==> src/rtl/core/ilfp_pkg.sv <==
// Shared types and constants for the chat-protocol line field parser.
// Holds the result and bundle types, parse stage codes and character codes.
// No dependencies.
package ilfp_pkg;

	localparam int MAX_TAGS        = 16;
	localparam int PARAM_LIMIT_MAX = 15;
	localparam int MAX_SPLITS      = 300;

	localparam int TAG_CNT_W = $clog2(MAX_TAGS + 1);
	localparam int PAR_CNT_W = $clog2(PARAM_LIMIT_MAX + 1);
	localparam int SPLIT_W   = $clog2(MAX_SPLITS);
	localparam int IDX_MAX_W = (TAG_CNT_W > PAR_CNT_W) ? TAG_CNT_W : PAR_CNT_W;
	localparam int IDX_W     = (IDX_MAX_W > 4) ? IDX_MAX_W : 4;

	localparam int RES_PER_ITEM = 3;
	localparam int QDEPTH       = 4;
	localparam int QPTR_W       = $clog2(QDEPTH);

	localparam int CFG_DATA_W = 5;

	typedef enum logic [0:0] {
		CFG_TAG_LIMIT   = 1'b0,
		CFG_PARAM_LIMIT = 1'b1
	} cfg_reg_t;

	typedef enum logic [2:0] {
		ST_START    = 3'd0,
		ST_TAGS     = 3'd1,
		ST_HEAD     = 3'd2,
		ST_PREFIX   = 3'd3,
		ST_COMMAND  = 3'd4,
		ST_PARAMS   = 3'd5,
		ST_TRAILING = 3'd6,
		ST_SINK     = 3'd7
	} stage_t;

	localparam logic [2:0] KIND_TAG_KEY   = 3'd0;
	localparam logic [2:0] KIND_TAG_VALUE = 3'd1;
	localparam logic [2:0] KIND_PREFIX    = 3'd2;
	localparam logic [2:0] KIND_COMMAND   = 3'd3;
	localparam logic [2:0] KIND_MIDDLE    = 3'd4;
	localparam logic [2:0] KIND_TRAILING  = 3'd5;

	localparam logic [2:0] STAT_OK           = 3'd0;
	localparam logic [2:0] STAT_EMPTY        = 3'd1;
	localparam logic [2:0] STAT_TAGS_OPEN    = 3'd2;
	localparam logic [2:0] STAT_PREFIX_OPEN  = 3'd3;
	localparam logic [2:0] STAT_NO_COMMAND   = 3'd4;

	localparam logic [7:0] CH_AT    = 8'h40;
	localparam logic [7:0] CH_SEMI  = 8'h3B;
	localparam logic [7:0] CH_EQ    = 8'h3D;
	localparam logic [7:0] CH_COLON = 8'h3A;
	localparam logic [7:0] CH_SPACE = 8'h20;
	localparam logic [7:0] CH_BSL   = 8'h5C;
	localparam logic [7:0] CH_LS    = 8'h73;
	localparam logic [7:0] CH_LR    = 8'h72;
	localparam logic [7:0] CH_LN    = 8'h6E;
	localparam logic [7:0] CH_LA    = 8'h61;
	localparam logic [7:0] CH_LZ    = 8'h7A;
	localparam logic [7:0] CH_CR    = 8'h0D;
	localparam logic [7:0] CH_LF    = 8'h0A;
	localparam logic [7:0] CASE_OFS = 8'h20;

	typedef struct packed {
		logic [2:0] kind;
		logic [3:0] index;
		logic [7:0] data;
		logic       valid;
		logic       opens;
		logic       done;
		logic [2:0] status;
	} result_t;

	typedef struct packed {
		logic [1:0]                     count;
		result_t [RES_PER_ITEM-1:0]     res;
	} bundle_t;

endpackage

==> src/rtl/core/ilfp_front.sv <==
// Front end of the line field parser: configuration registers and parse state.
// Classifies each accepted item into a bundle of up to three results.
// Depends on ilfp_pkg.
module ilfp_front (
	input  logic                          clk,
	input  logic                          arst_n,
	input  logic                          cfg_valid,
	input  logic                          cfg_index,
	input  logic [ilfp_pkg::CFG_DATA_W-1:0] cfg_data,
	input  logic                          accept,
	input  logic [7:0]                    line_byte,
	input  logic                          byte_present,
	input  logic                          end_of_line,
	output logic                          push,
	output ilfp_pkg::bundle_t             bundle
);

	typedef struct packed {
		ilfp_pkg::stage_t                 stage;
		logic [ilfp_pkg::TAG_CNT_W-1:0]   tag_cnt;
		logic [ilfp_pkg::PAR_CNT_W-1:0]   par_cnt;
		logic [ilfp_pkg::SPLIT_W-1:0]     split_cnt;
		logic                             after;
		logic                             esc;
		logic                             in_val;
		logic                             started;
		logic                             kept;
		logic [ilfp_pkg::IDX_W-1:0]       cur_idx;
		logic                             out_open;
	} pstate_t;

	logic [4:0] tag_limit_q;
	logic [3:0] param_limit_q;
	pstate_t    st_q;
	pstate_t    st_d;

	function automatic ilfp_pkg::result_t mk(logic [2:0] kind, logic [ilfp_pkg::IDX_W-1:0] idx,
			logic [7:0] data, logic valid, logic opens, logic done, logic [2:0] status);
		ilfp_pkg::result_t r;
		r.kind   = kind;
		r.index  = idx[3:0];
		r.data   = data;
		r.valid  = valid;
		r.opens  = opens;
		r.done   = done;
		r.status = status;
		return r;
	endfunction

	function automatic logic tag_ok(logic [ilfp_pkg::TAG_CNT_W-1:0] cnt, logic [4:0] lim);
		return (32'(cnt) < 32'(lim)) && (32'(cnt) < ilfp_pkg::MAX_TAGS);
	endfunction

	function automatic logic par_ok(logic [ilfp_pkg::PAR_CNT_W-1:0] cnt, logic [3:0] lim);
		return (32'(cnt) < 32'(lim)) && (32'(cnt) < ilfp_pkg::PARAM_LIMIT_MAX);
	endfunction

	function automatic pstate_t tok_open(pstate_t s, logic [3:0] lim);
		pstate_t t;
		t = s;
		if (!t.started) begin
			t.started = 1'b1;
			t.kept    = par_ok(t.par_cnt, lim);
			if (t.kept) begin
				t.cur_idx = ilfp_pkg::IDX_W'(t.par_cnt);
				t.par_cnt = t.par_cnt + ilfp_pkg::PAR_CNT_W'(1);
			end
		end
		return t;
	endfunction

	always_ff @(posedge clk or negedge arst_n) begin
		if (!arst_n) begin
			tag_limit_q   <= 5'd16;
			param_limit_q <= 4'd15;
		end else if (cfg_valid) begin
			case (ilfp_pkg::cfg_reg_t'(cfg_index))
				ilfp_pkg::CFG_TAG_LIMIT: begin
					tag_limit_q <= cfg_data[4:0];
				end
				ilfp_pkg::CFG_PARAM_LIMIT: begin
					param_limit_q <= cfg_data[3:0];
				end
				default: begin
				end
			endcase
		end
	end

	always_ff @(posedge clk or negedge arst_n) begin
		if (!arst_n) begin
			st_q <= '0;
		end else if (accept) begin
			st_q <= st_d;
		end
	end

	always_comb begin
		pstate_t           s;
		ilfp_pkg::bundle_t bd;
		logic [7:0]        b;
		logic [7:0]        c;
		logic [1:0]        n;
		logic              cmd;
		logic              em;
		logic              tend;
		logic              opens;
		logic [2:0]        em_kind;
		logic [2:0]        status;
		s       = st_q;
		bd      = '0;
		b       = line_byte;
		c       = line_byte;
		n       = 2'd0;
		cmd     = 1'b0;
		em      = 1'b0;
		tend    = 1'b0;
		opens   = 1'b0;
		em_kind = ilfp_pkg::KIND_TAG_KEY;
		status  = ilfp_pkg::STAT_OK;
		if (byte_present && b != 8'd0) begin
			case (s.stage)
				ilfp_pkg::ST_START: begin
					if (b == ilfp_pkg::CH_AT) begin
						s.stage   = ilfp_pkg::ST_TAGS;
						s.started = 1'b0;
					end else if (b == ilfp_pkg::CH_COLON) begin
						s.stage   = ilfp_pkg::ST_PREFIX;
						s.started = 1'b0;
					end else begin
						cmd = 1'b1;
					end
				end
				ilfp_pkg::ST_TAGS: begin
					if (b == ilfp_pkg::CH_SPACE || b == ilfp_pkg::CH_SEMI) begin
						tend = 1'b1;
						if (s.started && s.in_val && s.esc) begin
							em      = 1'b1;
							em_kind = ilfp_pkg::KIND_TAG_VALUE;
							c       = ilfp_pkg::CH_BSL;
						end
						if (b == ilfp_pkg::CH_SPACE) begin
							s.stage = ilfp_pkg::ST_HEAD;
						end
					end else begin
						if (!s.started) begin
							s.started  = 1'b1;
							s.out_open = 1'b0;
							s.kept     = tag_ok(s.tag_cnt, tag_limit_q);
							if (s.kept) begin
								s.cur_idx = ilfp_pkg::IDX_W'(s.tag_cnt);
								s.tag_cnt = s.tag_cnt + ilfp_pkg::TAG_CNT_W'(1);
							end
						end
						if (!s.in_val) begin
							if (b == ilfp_pkg::CH_EQ) begin
								s.in_val   = 1'b1;
								s.out_open = 1'b0;
							end else begin
								em = 1'b1;
							end
						end else if (s.esc) begin
							s.esc   = 1'b0;
							em      = 1'b1;
							em_kind = ilfp_pkg::KIND_TAG_VALUE;
							case (b)
								ilfp_pkg::CH_COLON: c = ilfp_pkg::CH_SEMI;
								ilfp_pkg::CH_LS:    c = ilfp_pkg::CH_SPACE;
								ilfp_pkg::CH_LR:    c = ilfp_pkg::CH_CR;
								ilfp_pkg::CH_LN:    c = ilfp_pkg::CH_LF;
								default:            c = b;
							endcase
						end else if (b == ilfp_pkg::CH_BSL) begin
							s.esc = 1'b1;
						end else begin
							em      = 1'b1;
							em_kind = ilfp_pkg::KIND_TAG_VALUE;
						end
					end
				end
				ilfp_pkg::ST_HEAD: begin
					if (b == ilfp_pkg::CH_COLON) begin
						s.stage   = ilfp_pkg::ST_PREFIX;
						s.started = 1'b0;
					end else begin
						cmd = 1'b1;
					end
				end
				ilfp_pkg::ST_PREFIX: begin
					if (b == ilfp_pkg::CH_SPACE) begin
						s.stage   = ilfp_pkg::ST_COMMAND;
						s.started = 1'b0;
					end else begin
						bd.res[n] = mk(ilfp_pkg::KIND_PREFIX, '0, b, 1'b1, !s.started, 1'b0,
							ilfp_pkg::STAT_OK);
						n = n + 2'd1;
						s.started = 1'b1;
					end
				end
				ilfp_pkg::ST_COMMAND: begin
					cmd = 1'b1;
				end
				ilfp_pkg::ST_PARAMS: begin
					if (s.after && b == ilfp_pkg::CH_COLON) begin
						s.after = 1'b0;
						s.stage = ilfp_pkg::ST_TRAILING;
						s.kept  = par_ok(s.par_cnt, param_limit_q);
						if (s.kept) begin
							s.cur_idx = ilfp_pkg::IDX_W'(s.par_cnt);
							s.par_cnt = s.par_cnt + ilfp_pkg::PAR_CNT_W'(1);
							bd.res[n] = mk(ilfp_pkg::KIND_TRAILING, s.cur_idx, 8'd0, 1'b0, 1'b1,
								1'b0, ilfp_pkg::STAT_OK);
							n = n + 2'd1;
						end
					end else begin
						if (s.after) begin
							s.after = 1'b0;
							if (32'(s.split_cnt) < ilfp_pkg::MAX_SPLITS - 1) begin
								s.split_cnt = s.split_cnt + ilfp_pkg::SPLIT_W'(1);
								s.started   = 1'b0;
							end else begin
								opens = !s.started;
								s     = tok_open(s, param_limit_q);
								if (s.kept) begin
									bd.res[n] = mk(ilfp_pkg::KIND_MIDDLE, s.cur_idx,
										ilfp_pkg::CH_SPACE, 1'b1, opens, 1'b0, ilfp_pkg::STAT_OK);
									n = n + 2'd1;
								end
							end
						end
						if (b == ilfp_pkg::CH_SPACE) begin
							s.after = 1'b1;
						end else begin
							opens = !s.started;
							s     = tok_open(s, param_limit_q);
							if (s.kept) begin
								bd.res[n] = mk(ilfp_pkg::KIND_MIDDLE, s.cur_idx, b, 1'b1, opens,
									1'b0, ilfp_pkg::STAT_OK);
								n = n + 2'd1;
							end
						end
					end
				end
				ilfp_pkg::ST_TRAILING: begin
					if (s.kept) begin
						bd.res[n] = mk(ilfp_pkg::KIND_TRAILING, s.cur_idx, b, 1'b1, 1'b0, 1'b0,
							ilfp_pkg::STAT_OK);
						n = n + 2'd1;
					end
				end
				default: begin
				end
			endcase
			if (em) begin
				if (s.kept) begin
					bd.res[n] = mk(em_kind, s.cur_idx, c, 1'b1, !s.out_open, 1'b0,
						ilfp_pkg::STAT_OK);
					n = n + 2'd1;
				end
				s.out_open = 1'b1;
			end
			if (tend) begin
				s.started  = 1'b0;
				s.in_val   = 1'b0;
				s.esc      = 1'b0;
				s.out_open = 1'b0;
			end
			if (cmd) begin
				if (b == ilfp_pkg::CH_SPACE) begin
					if (!s.started) begin
						s.stage = ilfp_pkg::ST_SINK;
					end else begin
						s.stage   = ilfp_pkg::ST_PARAMS;
						s.started = 1'b0;
						s.after   = 1'b1;
					end
				end else begin
					c = (b inside {[ilfp_pkg::CH_LA:ilfp_pkg::CH_LZ]}) ? b - ilfp_pkg::CASE_OFS : b;
					bd.res[n] = mk(ilfp_pkg::KIND_COMMAND, '0, c, 1'b1, !s.started, 1'b0,
						ilfp_pkg::STAT_OK);
					n = n + 2'd1;
					s.started = 1'b1;
					s.stage   = ilfp_pkg::ST_COMMAND;
				end
			end
		end
		if (end_of_line) begin
			case (s.stage)
				ilfp_pkg::ST_START:   status = ilfp_pkg::STAT_EMPTY;
				ilfp_pkg::ST_TAGS:    status = ilfp_pkg::STAT_TAGS_OPEN;
				ilfp_pkg::ST_HEAD:    status = ilfp_pkg::STAT_NO_COMMAND;
				ilfp_pkg::ST_PREFIX:  status = ilfp_pkg::STAT_PREFIX_OPEN;
				ilfp_pkg::ST_COMMAND: begin
					status = s.started ? ilfp_pkg::STAT_OK : ilfp_pkg::STAT_NO_COMMAND;
				end
				ilfp_pkg::ST_PARAMS: begin
					status = ilfp_pkg::STAT_OK;
					if (s.after) begin
						s.after = 1'b0;
						if (32'(s.split_cnt) < ilfp_pkg::MAX_SPLITS - 1) begin
							s.split_cnt = s.split_cnt + ilfp_pkg::SPLIT_W'(1);
							s.started   = 1'b0;
						end else begin
							opens = !s.started;
							s     = tok_open(s, param_limit_q);
							if (s.kept) begin
								bd.res[n] = mk(ilfp_pkg::KIND_MIDDLE, s.cur_idx,
									ilfp_pkg::CH_SPACE, 1'b1, opens, 1'b0, ilfp_pkg::STAT_OK);
								n = n + 2'd1;
							end
						end
					end
				end
				ilfp_pkg::ST_TRAILING: status = ilfp_pkg::STAT_OK;
				default:               status = ilfp_pkg::STAT_NO_COMMAND;
			endcase
			bd.res[n] = mk(ilfp_pkg::KIND_TAG_KEY, '0, 8'd0, 1'b0, 1'b0, 1'b1, status);
			n = n + 2'd1;
			s = '0;
		end
		bd.count = n;
		st_d     = s;
		bundle   = bd;
		push     = accept && (n != 2'd0);
	end

endmodule

==> src/rtl/core/ilfp_queue.sv <==
// Short queue of result bundles between the parser front and the serializer.
// Four entries of flip-flops with read and write pointers and a fill count.
// Depends on ilfp_pkg.
module ilfp_queue (
	input  logic              clk,
	input  logic              arst_n,
	input  logic              wr_en,
	input  ilfp_pkg::bundle_t wr_data,
	output logic              full,
	input  logic              rd_en,
	output ilfp_pkg::bundle_t rd_data,
	output logic              empty
);

	ilfp_pkg::bundle_t             mem_q [ilfp_pkg::QDEPTH];
	logic [ilfp_pkg::QPTR_W-1:0]   wr_ptr_q;
	logic [ilfp_pkg::QPTR_W-1:0]   rd_ptr_q;
	logic [ilfp_pkg::QPTR_W:0]     cnt_q;
	logic                          do_wr;
	logic                          do_rd;

	assign full    = (cnt_q == (ilfp_pkg::QPTR_W + 1)'(ilfp_pkg::QDEPTH));
	assign empty   = (cnt_q == '0);
	assign do_wr   = wr_en && !full;
	assign do_rd   = rd_en && !empty;
	assign rd_data = mem_q[rd_ptr_q];

	always_ff @(posedge clk) begin
		if (do_wr) begin
			mem_q[wr_ptr_q] <= wr_data;
		end
	end

	always_ff @(posedge clk or negedge arst_n) begin
		if (!arst_n) begin
			wr_ptr_q <= '0;
			rd_ptr_q <= '0;
			cnt_q    <= '0;
		end else begin
			if (do_wr) begin
				wr_ptr_q <= wr_ptr_q + ilfp_pkg::QPTR_W'(1);
			end
			if (do_rd) begin
				rd_ptr_q <= rd_ptr_q + ilfp_pkg::QPTR_W'(1);
			end
			if (do_wr && !do_rd) begin
				cnt_q <= cnt_q + (ilfp_pkg::QPTR_W + 1)'(1);
			end else if (do_rd && !do_wr) begin
				cnt_q <= cnt_q - (ilfp_pkg::QPTR_W + 1)'(1);
			end
		end
	end

endmodule

==> src/rtl/core/ilfp_back.sv <==
// Back end of the line field parser: hands out the results of the head bundle.
// One result per pop, then frees the bundle from the queue.
// Depends on ilfp_pkg.
module ilfp_back (
	input  logic              clk,
	input  logic              arst_n,
	input  ilfp_pkg::bundle_t q_data,
	input  logic              q_empty,
	output logic              q_pop,
	input  logic              pop,
	output ilfp_pkg::result_t res,
	output logic              empty
);

	logic [1:0] sub_q;
	logic       take;
	logic       last;

	assign empty = q_empty;
	assign take  = pop && !q_empty;
	assign last  = (sub_q == q_data.count - 2'd1);
	assign q_pop = take && last;

	always_comb begin
		case (sub_q)
			2'd1:    res = q_data.res[1];
			2'd2:    res = q_data.res[2];
			default: res = q_data.res[0];
		endcase
	end

	always_ff @(posedge clk or negedge arst_n) begin
		if (!arst_n) begin
			sub_q <= 2'd0;
		end else if (take) begin
			sub_q <= last ? 2'd0 : sub_q + 2'd1;
		end
	end

endmodule

==> src/rtl/core/irc_line_field_parser.sv <==
// Top level of the chat-protocol line field parser.
// Joins ilfp_front, ilfp_queue and ilfp_back; depends on ilfp_pkg.
//
//   channel   direction   handshake          payload
//   input     in          push / full        line_byte, byte_present, end_of_line
//   result    out         empty / pop        field_kind .. line_status
//   config    in          cfg_valid / ready  cfg_index, cfg_data
//
// The front takes one item per cycle while the four-bundle queue has room.
// The back hands out one result per cycle while pop is high, so an item with two or three
// results holds the back for one pop per result; the queue absorbs short bursts.
// Reset clears the line state and the queue and sets the limits to 16 and 15.
// A stalled result side fills the queue and then raises full.
module irc_line_field_parser (
	input  logic                            clk,
	input  logic                            arst_n,
	input  logic                            push,
	output logic                            full,
	input  logic [7:0]                      line_byte,
	input  logic                            byte_present,
	input  logic                            end_of_line,
	output logic                            empty,
	input  logic                            pop,
	output logic [2:0]                      field_kind,
	output logic [3:0]                      field_index,
	output logic [7:0]                      out_byte,
	output logic                            byte_valid,
	output logic                            opens_field,
	output logic                            line_done,
	output logic [2:0]                      line_status,
	input  logic                            cfg_valid,
	output logic                            cfg_ready,
	input  logic                            cfg_index,
	input  logic [ilfp_pkg::CFG_DATA_W-1:0] cfg_data
);

	ilfp_pkg::bundle_t wr_bundle;
	ilfp_pkg::bundle_t head;
	ilfp_pkg::result_t res;
	logic              accept;
	logic              wr_en;
	logic              q_empty;
	logic              q_pop;

	assign cfg_ready = 1'b1;
	assign accept    = push && !full;

	ilfp_front u_front (
		.clk          (clk),
		.arst_n       (arst_n),
		.cfg_valid    (cfg_valid),
		.cfg_index    (cfg_index),
		.cfg_data     (cfg_data),
		.accept       (accept),
		.line_byte    (line_byte),
		.byte_present (byte_present),
		.end_of_line  (end_of_line),
		.push         (wr_en),
		.bundle       (wr_bundle)
	);

	ilfp_queue u_queue (
		.clk     (clk),
		.arst_n  (arst_n),
		.wr_en   (wr_en),
		.wr_data (wr_bundle),
		.full    (full),
		.rd_en   (q_pop),
		.rd_data (head),
		.empty   (q_empty)
	);

	ilfp_back u_back (
		.clk     (clk),
		.arst_n  (arst_n),
		.q_data  (head),
		.q_empty (q_empty),
		.q_pop   (q_pop),
		.pop     (pop),
		.res     (res),
		.empty   (empty)
	);

	assign field_kind  = res.kind;
	assign field_index = res.index;
	assign out_byte    = res.data;
	assign byte_valid  = res.valid;
	assign opens_field = res.opens;
	assign line_done   = res.done;
	assign line_status = res.status;

	a_full_has_results: assert property (@(posedge clk) disable iff (!arst_n)
		full |-> !empty)
		else $error("queue full with no result waiting");

	a_kind_range: assert property (@(posedge clk) disable iff (!arst_n)
		!empty |-> field_kind <= ilfp_pkg::KIND_TRAILING)
		else $error("result with unknown field kind");

	a_done_clean: assert property (@(posedge clk) disable iff (!arst_n)
		(!empty && line_done) |-> (!byte_valid && !opens_field && out_byte == 8'd0))
		else $error("done result carries field data");

	a_marker_zero: assert property (@(posedge clk) disable iff (!arst_n)
		(!empty && !line_done) |-> (line_status == ilfp_pkg::STAT_OK))
		else $error("status on a non-final result");

endmodule

==> config.mk <==
export PLATFORM = sky130hd
export DESIGN_NAME = irc_line_field_parser
export DESIGN_NICKNAME = d
export VERILOG_FILES = /design/src/rtl/core/ilfp_pkg.sv /design/src/rtl/core/ilfp_front.sv /design/src/rtl/core/ilfp_queue.sv /design/src/rtl/core/ilfp_back.sv /design/src/rtl/core/irc_line_field_parser.sv
export SDC_FILE = /design/constraint.sdc
export NUM_CORES = 1
export LEC_CHECK = 0
export ABC_CLOCK_PERIOD_IN_PS = 12470
export BUFFER_PORTS_ARGS = -buffer_cell sky130_fd_sc_hd__buf_2
export CELL_PAD_IN_SITES_DETAIL_PLACEMENT = 0
export CELL_PAD_IN_SITES_GLOBAL_PLACEMENT = 1
export CORE_ASPECT_RATIO = 0.7
export CORE_UTILIZATION = 40
export CTS_BUF_LIST = sky130_fd_sc_hd__clkbuf_4 sky130_fd_sc_hd__clkbuf_8 sky130_fd_sc_hd__clkbuf_16
export DETAILED_ROUTE_END_ITERATION = 7
export GPL_TIMING_DRIVEN = 0
export PLACE_DENSITY_LB_ADDON = 0.12
export SLEW_MARGIN = 5
export SYNTH_ARGS = -nofsm -noshare
export SYNTH_HDL_FRONTEND = slang
export SYNTH_SLANG_ARGS = --single-unit
==> constraint.sdc <==
create_clock -name clk -period 12.47 [get_ports clk]
set_input_delay 1.247 -clock clk [delete_from_list [all_inputs] [get_ports clk]]
set_output_delay 1.247 -clock clk [all_outputs]
set_load 0.02 [all_outputs]
# After elaboration in Yosys (flattened, before gate mapping)

Memories as Yosys holds them, arrays and structs flattened.
Index checks and enable logic that the tools add are counted.

Register bits: 50
Memory bits (writable): 260
Input port bits: 21
Output and inout port bits: 24
Memories: 1

Add/sub/neg operators: 16
Magnitude comparators: 22
Equal/unequal tests: 31
Multiplexer cells: 192
Bitwise operators: 1
Reduce and logical (&&, ||, !) cells: 48

Memories:

| name          | words | width | rd ports | clocked after Yosys merged registers in | write ports | line             | text |
|---|---|---|---|---|---|---|---|
| u_queue.mem_q | 4     | 65    | 1        | 0                                       | 1           | ilfp_queue.sv:15 | `ilfp_pkg::bundle_t mem_q [ilfp_pkg::QDEPTH];` |

Operators by type and width:

| operator           | count |
|---|---|
| $mux 63            | 14 |
| $bwmux 63          | 5 |
| $mux 21            | 15 |
| $demux 21 s2       | 5 |
| $mux 32            | 5 |
| $mux 42            | 3 |
| $mux 7             | 12 |
| $mux 8             | 8 |
| $pmux 21 s3        | 1 |
| $mux 3             | 18 |
| $mux 6             | 8 |
| $mux 2             | 23 |
| $mux 1             | 44 |
| $pmux 21 s2        | 1 |
| $eq 8x7->1 const B | 5 |
| $mux 5             | 8 |
| $eq 8x6->1 const B | 4 |
| $pmux 8 s4         | 1 |
| $pmux 3 s5         | 2 |
| $mux 24            | 1 |
| $mux 4             | 6 |
| $logic_and 1x1->1  | 22 |
| $eq 3x3->1 const B | 7 |
| $mux 20            | 1 |
| 49 further kinds   | 91 |

# Longest topological paths before layout

Gate-level depths: netlist of run 1.

Depth after elaboration: 53
Mapped depth: 41

# By module

A second synthesis of run 1 with hierarchy kept.

Cell total of the unflattened synthesis: 1313
Area, all modules: 16280.6 um2

Modules (own cells, without submodules):

| module                | instances | cells each | area each (um2) | seq. area each (um2) |
|---|---|---|---|---|
| ilfp_queue            | 1         | 376        | 9833.2          | 7982.7 |
| ilfp_front            | 1         | 842        | 5848.1          | 1007.2 |
| ilfp_back             | 1         | 92         | 574.3           | 50.0 |
| irc_line_field_parser | 1         | 3          | 25.0            | 0.0 |

# Worst setup path after synthesis of run 1

Ideal clock, no wire load.

Path type: flip-flop to flip-flop
From: register u_front.param_limit_q[2]
To: memory u_queue.mem_q[0][0] (netlist bit) (enable)
Setup time: 430 ps
Data arrival time: 8660 ps
Data required time: 12040 ps
Path slack: 3380 ps
Stages on the path, launching flop included: 37
Clock period less this slack: 9090 ps
Path through: dfstp_2 > inv_1 > ha_1 > a21oi_1 > o21ai_0 > a21o_1 > inv_1 > clkbuf_1 > ha_1 > o21ai_0 > and2_1 > inv_1 > ha_1 > nand3_1 > a31oi_1 > or4b_1 > clkbuf_1 > o21ai_0 > nand2b_1 > ha_1 > a21oi_1 > a21oi_1 > or2_1 > inv_1 > ha_1 > nand2_1 > nand2_1 > inv_1 > ha_1 > a221oi_1 > inv_1 > ha_1 > a21oi_1 > ha_1 > and2_1 > a221oi_4 > and2_1

Word-level cells in the longest chain between the ends: 44

RTL lines:

| item                             | line              | text |
|---|---|---|
| start: declaration               | ilfp_front.sv:33  | `logic [3:0] param_limit_q;` |
| start signal: assignment         | ilfp_front.sv:82  | `param_limit_q <= cfg_data[3:0];` |
| $lt 4x4->1                       | ilfp_front.sv:55  | `return (32'(cnt) < 32'(lim)) && (32'(cnt) < ilfp_pkg::PARAM_LIMIT_MAX);` |
| $logic_and 1x1->1                | ilfp_front.sv:55  |  |
| $mux 6                           | ilfp_front.sv:61  | `if (!t.started) begin` |
| $mux 7                           | ilfp_front.sv:218 | `if (32'(s.split_cnt) < ilfp_pkg::MAX_SPLITS - 1) begin` |
| $mux 7                           | ilfp_front.sv:216 | `if (s.after) begin` |
| $mux 7                           | ilfp_front.sv:204 | `if (s.after && b == ilfp_pkg::CH_COLON) begin` |
| $mux 7                           | ilfp_front.sv:122 | `case (s.stage)` |
| $mux 7                           | ilfp_front.sv:121 | `if (byte_present && b != 8'd0) begin` |
| (+29 left out)                   | --                |  |
| $add 2x1->2                      | ilfp_front.sv:318 | `n = n + 2'd1;` |
| $mux 2 (*)                       | ilfp_front.sv:287 | `if (end_of_line) begin` |
| $reduce_bool 2->1 (*)            | ilfp_front.sv:324 | `push = accept && (n != 2'd0);` |
| $logic_and 1x1->1 (*)            | ilfp_front.sv:324 |  |
| $logic_and 1x1->1 (*)            | ilfp_queue.sv:24  | `assign do_wr = wr_en && !full;` |
| via u_queue.do_wr                | ilfp_queue.sv:19  | `logic do_wr;` |
| $mux 1 (*)                       | ilfp_queue.sv:29  | `if (do_wr) begin` |
| $mux 1 (implied by the code) (*) | ilfp_queue.sv:30  | `mem_q[wr_ptr_q] <= wr_data;` |
| end: declaration                 | ilfp_queue.sv:15  |  |

The timed path passes the listed nets; every way through them passes the cells marked *. The select of a mux whose other input is x is not followed.

==> results of run 1 <==
## final cells by class
class | count | area share (%)
clock buffer | 37 | 4.44
timing repair buffer | 47 | 1.81
inverter | 54 | 1.10
clock inverter | 20 | 1.12
multi-input combinational | 902 | 37.3
antenna | 1 | 0.0135
buffer | 78 | 1.74
sequential | 309 | 48.9
tap | 535 | 3.62
## flip-flops by register name (all words and copies together), names as in the netlist
name                   flops
u_queue.wr_ptr_q           2
u_front.param_limit_q      4
u_queue.cnt_q              3
u_back.sub_q               2
u_queue.rd_ptr_q           2
u_queue.mem_q            260
u_front.st_q              31
u_front.tag_limit_q        5
## power breakdown
group          switching, mW  leakage, nW  internal, mW
sequential            0.0465         3.12          1.27
combinational          0.803         2.92         0.441
clock                  0.414        0.511         0.536
total                   1.26         6.55          2.25
## through the flow
step	area, µm²	hold WS [ns]
floorplan	16500	0.456
global route	18500	0.523
global placement	17300	0.474
CTS	18500	0.492
detailed placement	17500	0.478
finish	18500	0.490
## cells in the mapped netlist (13+ instances only)
cell type / count
nand2b_1: 14
mux4_2: 65
nand3_1: 34
mux2i_1: 14
a21o_1: 15
o21ai_0: 92
o31ai_1: 18
and2_1: 18
inv_1: 52
o22ai_1: 13
dfrtp_1: 44
ha_1: 41
edfxtp_1: 260
clkbuf_1: 59
a22oi_1: 30
nand2_1: 131
a211oi_1: 13
nor3_1: 30
a21oi_1: 69
nor2_1: 79
## layer usage
metal  GRT usage [%]  up-vias
met5               0        -
met1            42.5     6254
met3            8.18       64
li1                -     5413
met4            4.08        0
met2            33.9      623
## placed cells by master, fill, tap and decap left out, types with 7 or more instances in the layout
cell type and count:
edfxtp_1 260, nand2_1 131, o21ai_0 92, nor2_1 79, a21oi_1 69, mux4_2 65, clkbuf_1 59, inv_1 52
buf_2 49, dfrtp_1 44, ha_1 41, nand3_1 34, clkbuf_16 31, nor3_1 30, a22oi_1 30, o31ai_1 18
a21o_1 15, and2_1 14, nand2b_1 14, mux2i_1 14, o22ai_1 13, a31oi_1 12, a211oi_1 12, a221oi_1 11
a22o_1 11, nand4_1 10, and3_1 10, nor4_1 9, o21a_1 9, mux2_2 9, nor2b_1 8, xnor2_1 8
buf_1 8, or2_2 7, or3_1 7, clkinv_2 7
## cell families (layout without fill, tap and decap cells)
kind of cell	after synthesis	in the layout	synth area share, %
compound gates	369	369	15.8
xor+xnor	11	11	0.586
fa+ha+maj	42	42	3.24
buf+inv	132	236	3.19
flops	309	309	54.9
mux	88	88	10.4
other cells	1	2	0.0228
simple gates	391	391	11.9
## worst register-to-register path: cells and delay by family (launching register included)
family	cells	cell delay [ns]
AOI/OAI and AO/OA	10	3.22
and+or+nand+nor	12	2.89
adders and majority gates	8	2.26
buffers and inverters	9	1.32
DFF	1	0.53
## worst paths after layout
kind | cells after the start | slack [ns] | endpoint | from
min in group asynchronous | 1 | 0.70 | u_front.st_q[11]$_DFFE_PN0P_ | arst_n
max reg2reg | 39 | 1.92 | u_queue.mem_q[0][55]$_DFFE_PP_ | u_front.param_limit_q[2]$_DFFE_PN1P_
min | 1 | 0.49 | u_queue.cnt_q[2]$_DFFE_PN0P_ | u_queue.cnt_q[2]$_DFFE_PN0P_
max in group asynchronous | 1 | 11.28 | u_front.st_q[23]$_DFFE_PN0P_ | arst_n
max | 39 | 1.92 | u_queue.mem_q[0][55]$_DFFE_PP_ | u_front.param_limit_q[2]$_DFFE_PN1P_
min reg2reg | 1 | 0.49 | u_queue.cnt_q[2]$_DFFE_PN0P_ | u_queue.cnt_q[2]$_DFFE_PN0P_
==> results.md, run 1 <==
- Synth Instances: ~1.3k
- Path type of the worst min-delay path: flip-flop to flip-flop
- Vias in the first global route: 11.5k
- Startpoint types: flip-flop
- GPL Wtd Cong: slightly below 1
- Starting Density: between 40% and 50%
- Yosys top cell by area: edfxtp_1
- Ys flop type: edfxtp_1
- Uppermost layer routed: met4
- Hold buffers post-CTS: 0
- Register area: roughly 9000 µm²
- Fin worst setup slack: 1.92 ns
- Area grow syn2layout: 12.4%
- Syn_area_per_cell: about 12 µm²
- CTS buffer count: 31
- CP endpoint kind: flip-flop
- Critical path buffer and inverter count: 9
- Final non-filler cell total: about 2.0k
- Fin util: ~46%
- Most frequent cell on the critical path: ha_1
- Leak: 6.55 nW
- CTS tree: built
- Pre-CTS setup slack: 2.34 ns
- Final #Nets: 1486
- Tcrit/Tclk final: 84.6%
- Yosys warning count: 0
- Core area: 40100 µm²
- Worst VDD drop: 0.000186 V
- First-pass GRT wire length: 80.4 mm
- Cell variety after synth: 100
- Synth top area cells: edfxtp_1, mux4_2, dfrtp_1
- Worst EP arrival: approximately 11 ns
- Async SR Flop Fraction: 15.9%
- Req. time, crit path: 12.72 ns
- Inst Count DP: 1925
- Max Cap Viol: 0
- WL per Instance: 27.6 µm
- Synth Cell Area: 16500 µm²
- Clk pin slew, worst setup/hold paths: 0.06 ns
- Worst skew pair latency: 0.60 ns
- Unrepaired setup endpoints after global routing: false
- Via density: 6.23
- Row cnt: slightly above 60
- Post-CTS sizing: 0
- Slew Limit Fails: 0
- Fillers: 3738
- Routed length on met3: between 6 and 7 mm
- Final ANT Viol Nets: 0
- Root Buffer: clkbuf_16
- DR WL met2: 20.7 mm
- Worst relative slew slack: 25.5%
- CP max FO: 12
- Fmax: between 90 and 100 MHz
- Overall Power: 3.51 mW
- Status: complete, no violations
- Share of cells above drive strength 1: between 15 and 20%
- Chip Width: ~240 µm
- Yosys top cell area share: 47.4%
- Syn_nets: 1406
- PortBufs: 42
- Final wirelength: 54.6 mm
- Post-synthesis sequential area ratio: 54.9%
- CP max stage cell: nor2_1
- DPL Wire Length: 40.7 mm
- Grt ovf: 0
- Finish-stage setup viols: 0
- Setup TNS: 0 ns
- Kind of critical path: flip-flop to flip-flop
- PwrDens: 190 nW/µm²
- Area of the multi-input gates: around 7000 µm²
- Die Y: between 150 and 200 µm
- Metal-1 WL: about 27 mm
- Worst-margin pin slew: 1.11 ns
- Top-Level Pins: between 40 and 50
- CTS max path bufs: 3
- Initial antenna violation count: 1
- Final Hold Viols: 0
- Layout Skew: 0.0114 ns
- Remaining DRCs: 0
- CTS Sinks: 309
- Tot GR Track Use: a little over a quarter
- Vias: ~12k
- #FFs+latches synth: 309
- Critical path's largest stage delay: 0.77 ns
- Largest delay share family, worst path: compound AO/OA/AOI/OAI gates
- Final min period: 10.55 ns
- Max H-tree Level: 1
- Largest net degree at the start of global routing: 50
- DR iter-0 viols: around 1.6k
- Full die area: 42000 µm²
- # Post-CTS Setup Buffers: 0
- Number of flops mapped to enable cells by yosys: 260
- DRT Pass-1 Iters: 7
No activity file was read; power rests on OpenSTA's default activity.
==> run 2: changes to the inputs <==
--- a/config.mk
+++ b/config.mk
@@ -5,7 +5,7 @@
 export SDC_FILE = /design/constraint.sdc
 export NUM_CORES = 1
 export LEC_CHECK = 0
-export ABC_CLOCK_PERIOD_IN_PS = 12470
+export ABC_CLOCK_PERIOD_IN_PS = 9000
 export BUFFER_PORTS_ARGS = -buffer_cell sky130_fd_sc_hd__buf_2
 export CELL_PAD_IN_SITES_DETAIL_PLACEMENT = 0
 export CELL_PAD_IN_SITES_GLOBAL_PLACEMENT = 1
==> constraint.sdc (replaced) <==
create_clock -name clk -period 9 [get_ports clk]
set_input_delay 0.9 -clock clk [delete_from_list [all_inputs] [get_ports clk]]
set_output_delay 0.9 -clock clk [all_outputs]
set_load 0.02 [all_outputs]
==> results.md, run 2 (synthesis gave the netlist of run 1 again) <==
- Chip Width: 244 µm
- CTS tree: built
- Tot GR Track Use: 26.4%
- Startpoint types: flip-flop
- Pre-CTS setup slack: -1.12 ns
- Fillers: 3694
- Die Y: ~170 µm
- Routed length on met3: 6.06 mm
- CTS Sinks: 309
- Most frequent cells in the layout: edfxtp_1, nand2_1, o21ai_0, nor2_1, a21oi_1
- Final ANT Viol Nets: 0
- Top-Level Pins: 45
- # diodes: 0
- PwrDens: 256 nW/µm²
- Starting Density: between 40% and 50%
- Most frequent cell on the critical path: ha_1
- DRT Pass-1 Iters: 7
- PortBufs: 42
- Setup TNS: 0 ns
- GPL Wtd Cong: 0.998
- Final wirelength: about 55 mm
- Slew Limit Fails: 0
- Final #Nets: approximately 1.5k
- WL per Instance: approximately 28 µm
- Worst VDD drop: around 0.00022 V
- Tcrit/Tclk final: 96.5%
- Overall Power: 4.77 mW
- Finish-stage setup viols: 0
- Critical path buffer and inverter count: 5
- Top reg by flops: u_queue.mem_q
- DR iter-0 viols: between 1k and 1.5k
- Core area: around 40000 µm²
- Clk pin slew, worst setup/hold paths: 0.07 ns
- Leak: 6.58 nW
- Fin util: between 40% and 50%
- Largest net degree at the start of global routing: 50
- Root Buffer: clkbuf_16
- Final Hold Viols: 0
- Area after DPL: 17500 µm²
- CTS buffer count: 30
- CTS max path bufs: 3
- Worst relative slew slack: 13.3%
- Full die area: ~42000 µm²
- Worst skew pair latency: approximately 0.58 ns
- Via density: 6.22
- Uppermost layer routed: met4
- Path type of the worst min-delay path: primary input to async pin
- Req. time, crit path: 9.49 ns
- Area of the multi-input gates: 7020 µm²
- Worst-margin pin slew: 1.28 ns
- Grt ovf: 0
- Initial antenna violation count: 1
- Status: complete, no violations
- Area grow syn2layout: 13.0%
- Register area: between 9000 and 10000 µm²
- DR WL met2: 21.2 mm
- Share of cells above drive strength 1: 17.6%
- CP endpoint kind: flip-flop
- Fmax: between 100 and 150 MHz
- Max FFs per register: 260
- Reg2reg start: u_front.st_q[7]$_DFFE_PN0P_
- CP max FO: 9
- CP max stage cell: nor3_1
- Layout Cell Area excl Fill: 18600 µm²
- Remaining DRCs: 0
- Layout Skew: between 0.02 and 0.025 ns
- Metal-1 WL: 27.3 mm
- Vias in the first global route: 11.6k
- Max H-tree Level: 1
- First-pass GRT wire length: 80.5 mm
- Fin worst setup slack: approximately 0.32 ns
- Row cnt: 61
- Top Registers: u_queue.mem_q: 260 flops, u_front.st_q: 31 flops, u_front.tag_limit_q: 5 flops
- Worst setup path start: u_front.st_q[7]$_DFFE_PN0P_
- Largest delay share family, worst path: simple AND/OR/NAND/NOR gates
- Vias: 12.4k
- Critical path's largest stage delay: 0.66 ns
- Worst EP arrival: 9.18 ns
- Kind of critical path: flip-flop to flip-flop
- Most common cell after layout, fill and taps aside: edfxtp_1
- DPL Wire Length: 40.7 mm
- Max Cap Viol: 0
- Final min period: 8.68 ns
## run 2: cell count changes in the layout (fill, tap and decap cells not counted), moves of 3 or more
cell | before | now
bufinv_16 | 3 | 0
clkinv_1 | 4 | 12
o21ai_0 | 92 | 88
clkbuf_4 | 6 | 3
buf_4 | 2 | 19
o21ai_2 | 1 | 4
## run 2: stage by stage
step / cells / hold WS [ns]
after global routing: 1995 / 0.429
final: 1995 / 0.374
after CTS: 1983 / 0.488
after global placement: 1920 / 0.486
after detailed placement: 1925 / 0.480
after floorplan: 1343 / 0.456
## run 2: layout make-up
class | count | area share (%)
clock buffers | 34 | 4.29
flip-flops and latches | 309 | 48.6
repair buffers | 62 | 2.38
well taps | 535 | 3.60
inverters | 54 | 1.09
clock inverters | 22 | 0.585
multi-input cells | 902 | 37.7
plain buffers | 77 | 1.73
## run 2: worst paths after layout
check                                          endpoint  slack [ns]  depth (start not counted)
min reg2reg                u_queue.cnt_q[2]$_DFFE_PN0P_        0.50                          1
min in group clk           u_queue.cnt_q[2]$_DFFE_PN0P_        0.50                          1
max                        u_queue.cnt_q[2]$_DFFE_PN0P_        0.32                         35
min                         u_back.sub_q[0]$_DFFE_PN0P_        0.37                          1
max reg2reg                u_queue.cnt_q[2]$_DFFE_PN0P_        0.32                         35
max in group asynchronous  u_front.st_q[31]$_DFFE_PN0P_        8.12                          1
## run 2: metal layers
metal / vias to the layer above / global-route usage (%)
li1: 5441 / -
met1: 6308 / 43.1
met2: 614 / 34.4
met3: 39 / 7.29
met4: 0 / 3.53
met5: - / 0
## run 2: what timing repair did
| action | CTS | global route |
|---|---|---|
| setup buffers | 3 | 12 |
| gates cloned | 0 | 0 |
| pin swaps | 1 | 6 |
| hold buffers | 0 | 0 |
| endpoints found under the setup margin | 492 | 432 |
| resized for setup | 11 | 20 |
## run 2: worst reg2reg max path, delay by kind of cell, from the launching register on
kind,cells,cell delay [ns]
AO/OA/AOI/OAI,9,1.97
XOR/XNOR,2,0.31
adder cells (fa/ha/maj),8,2.30
buffers and inverters,5,0.45
flip-flops,1,0.37
AND/OR/NAND/NOR,11,3.19
## run 2: power breakdown
group	switching [mW]	internal [mW]	leakage, nW
Sequential	0.0681	1.76	3.12
Combinational	1.12	0.629	3.01
Clock	0.552	0.635	0.451
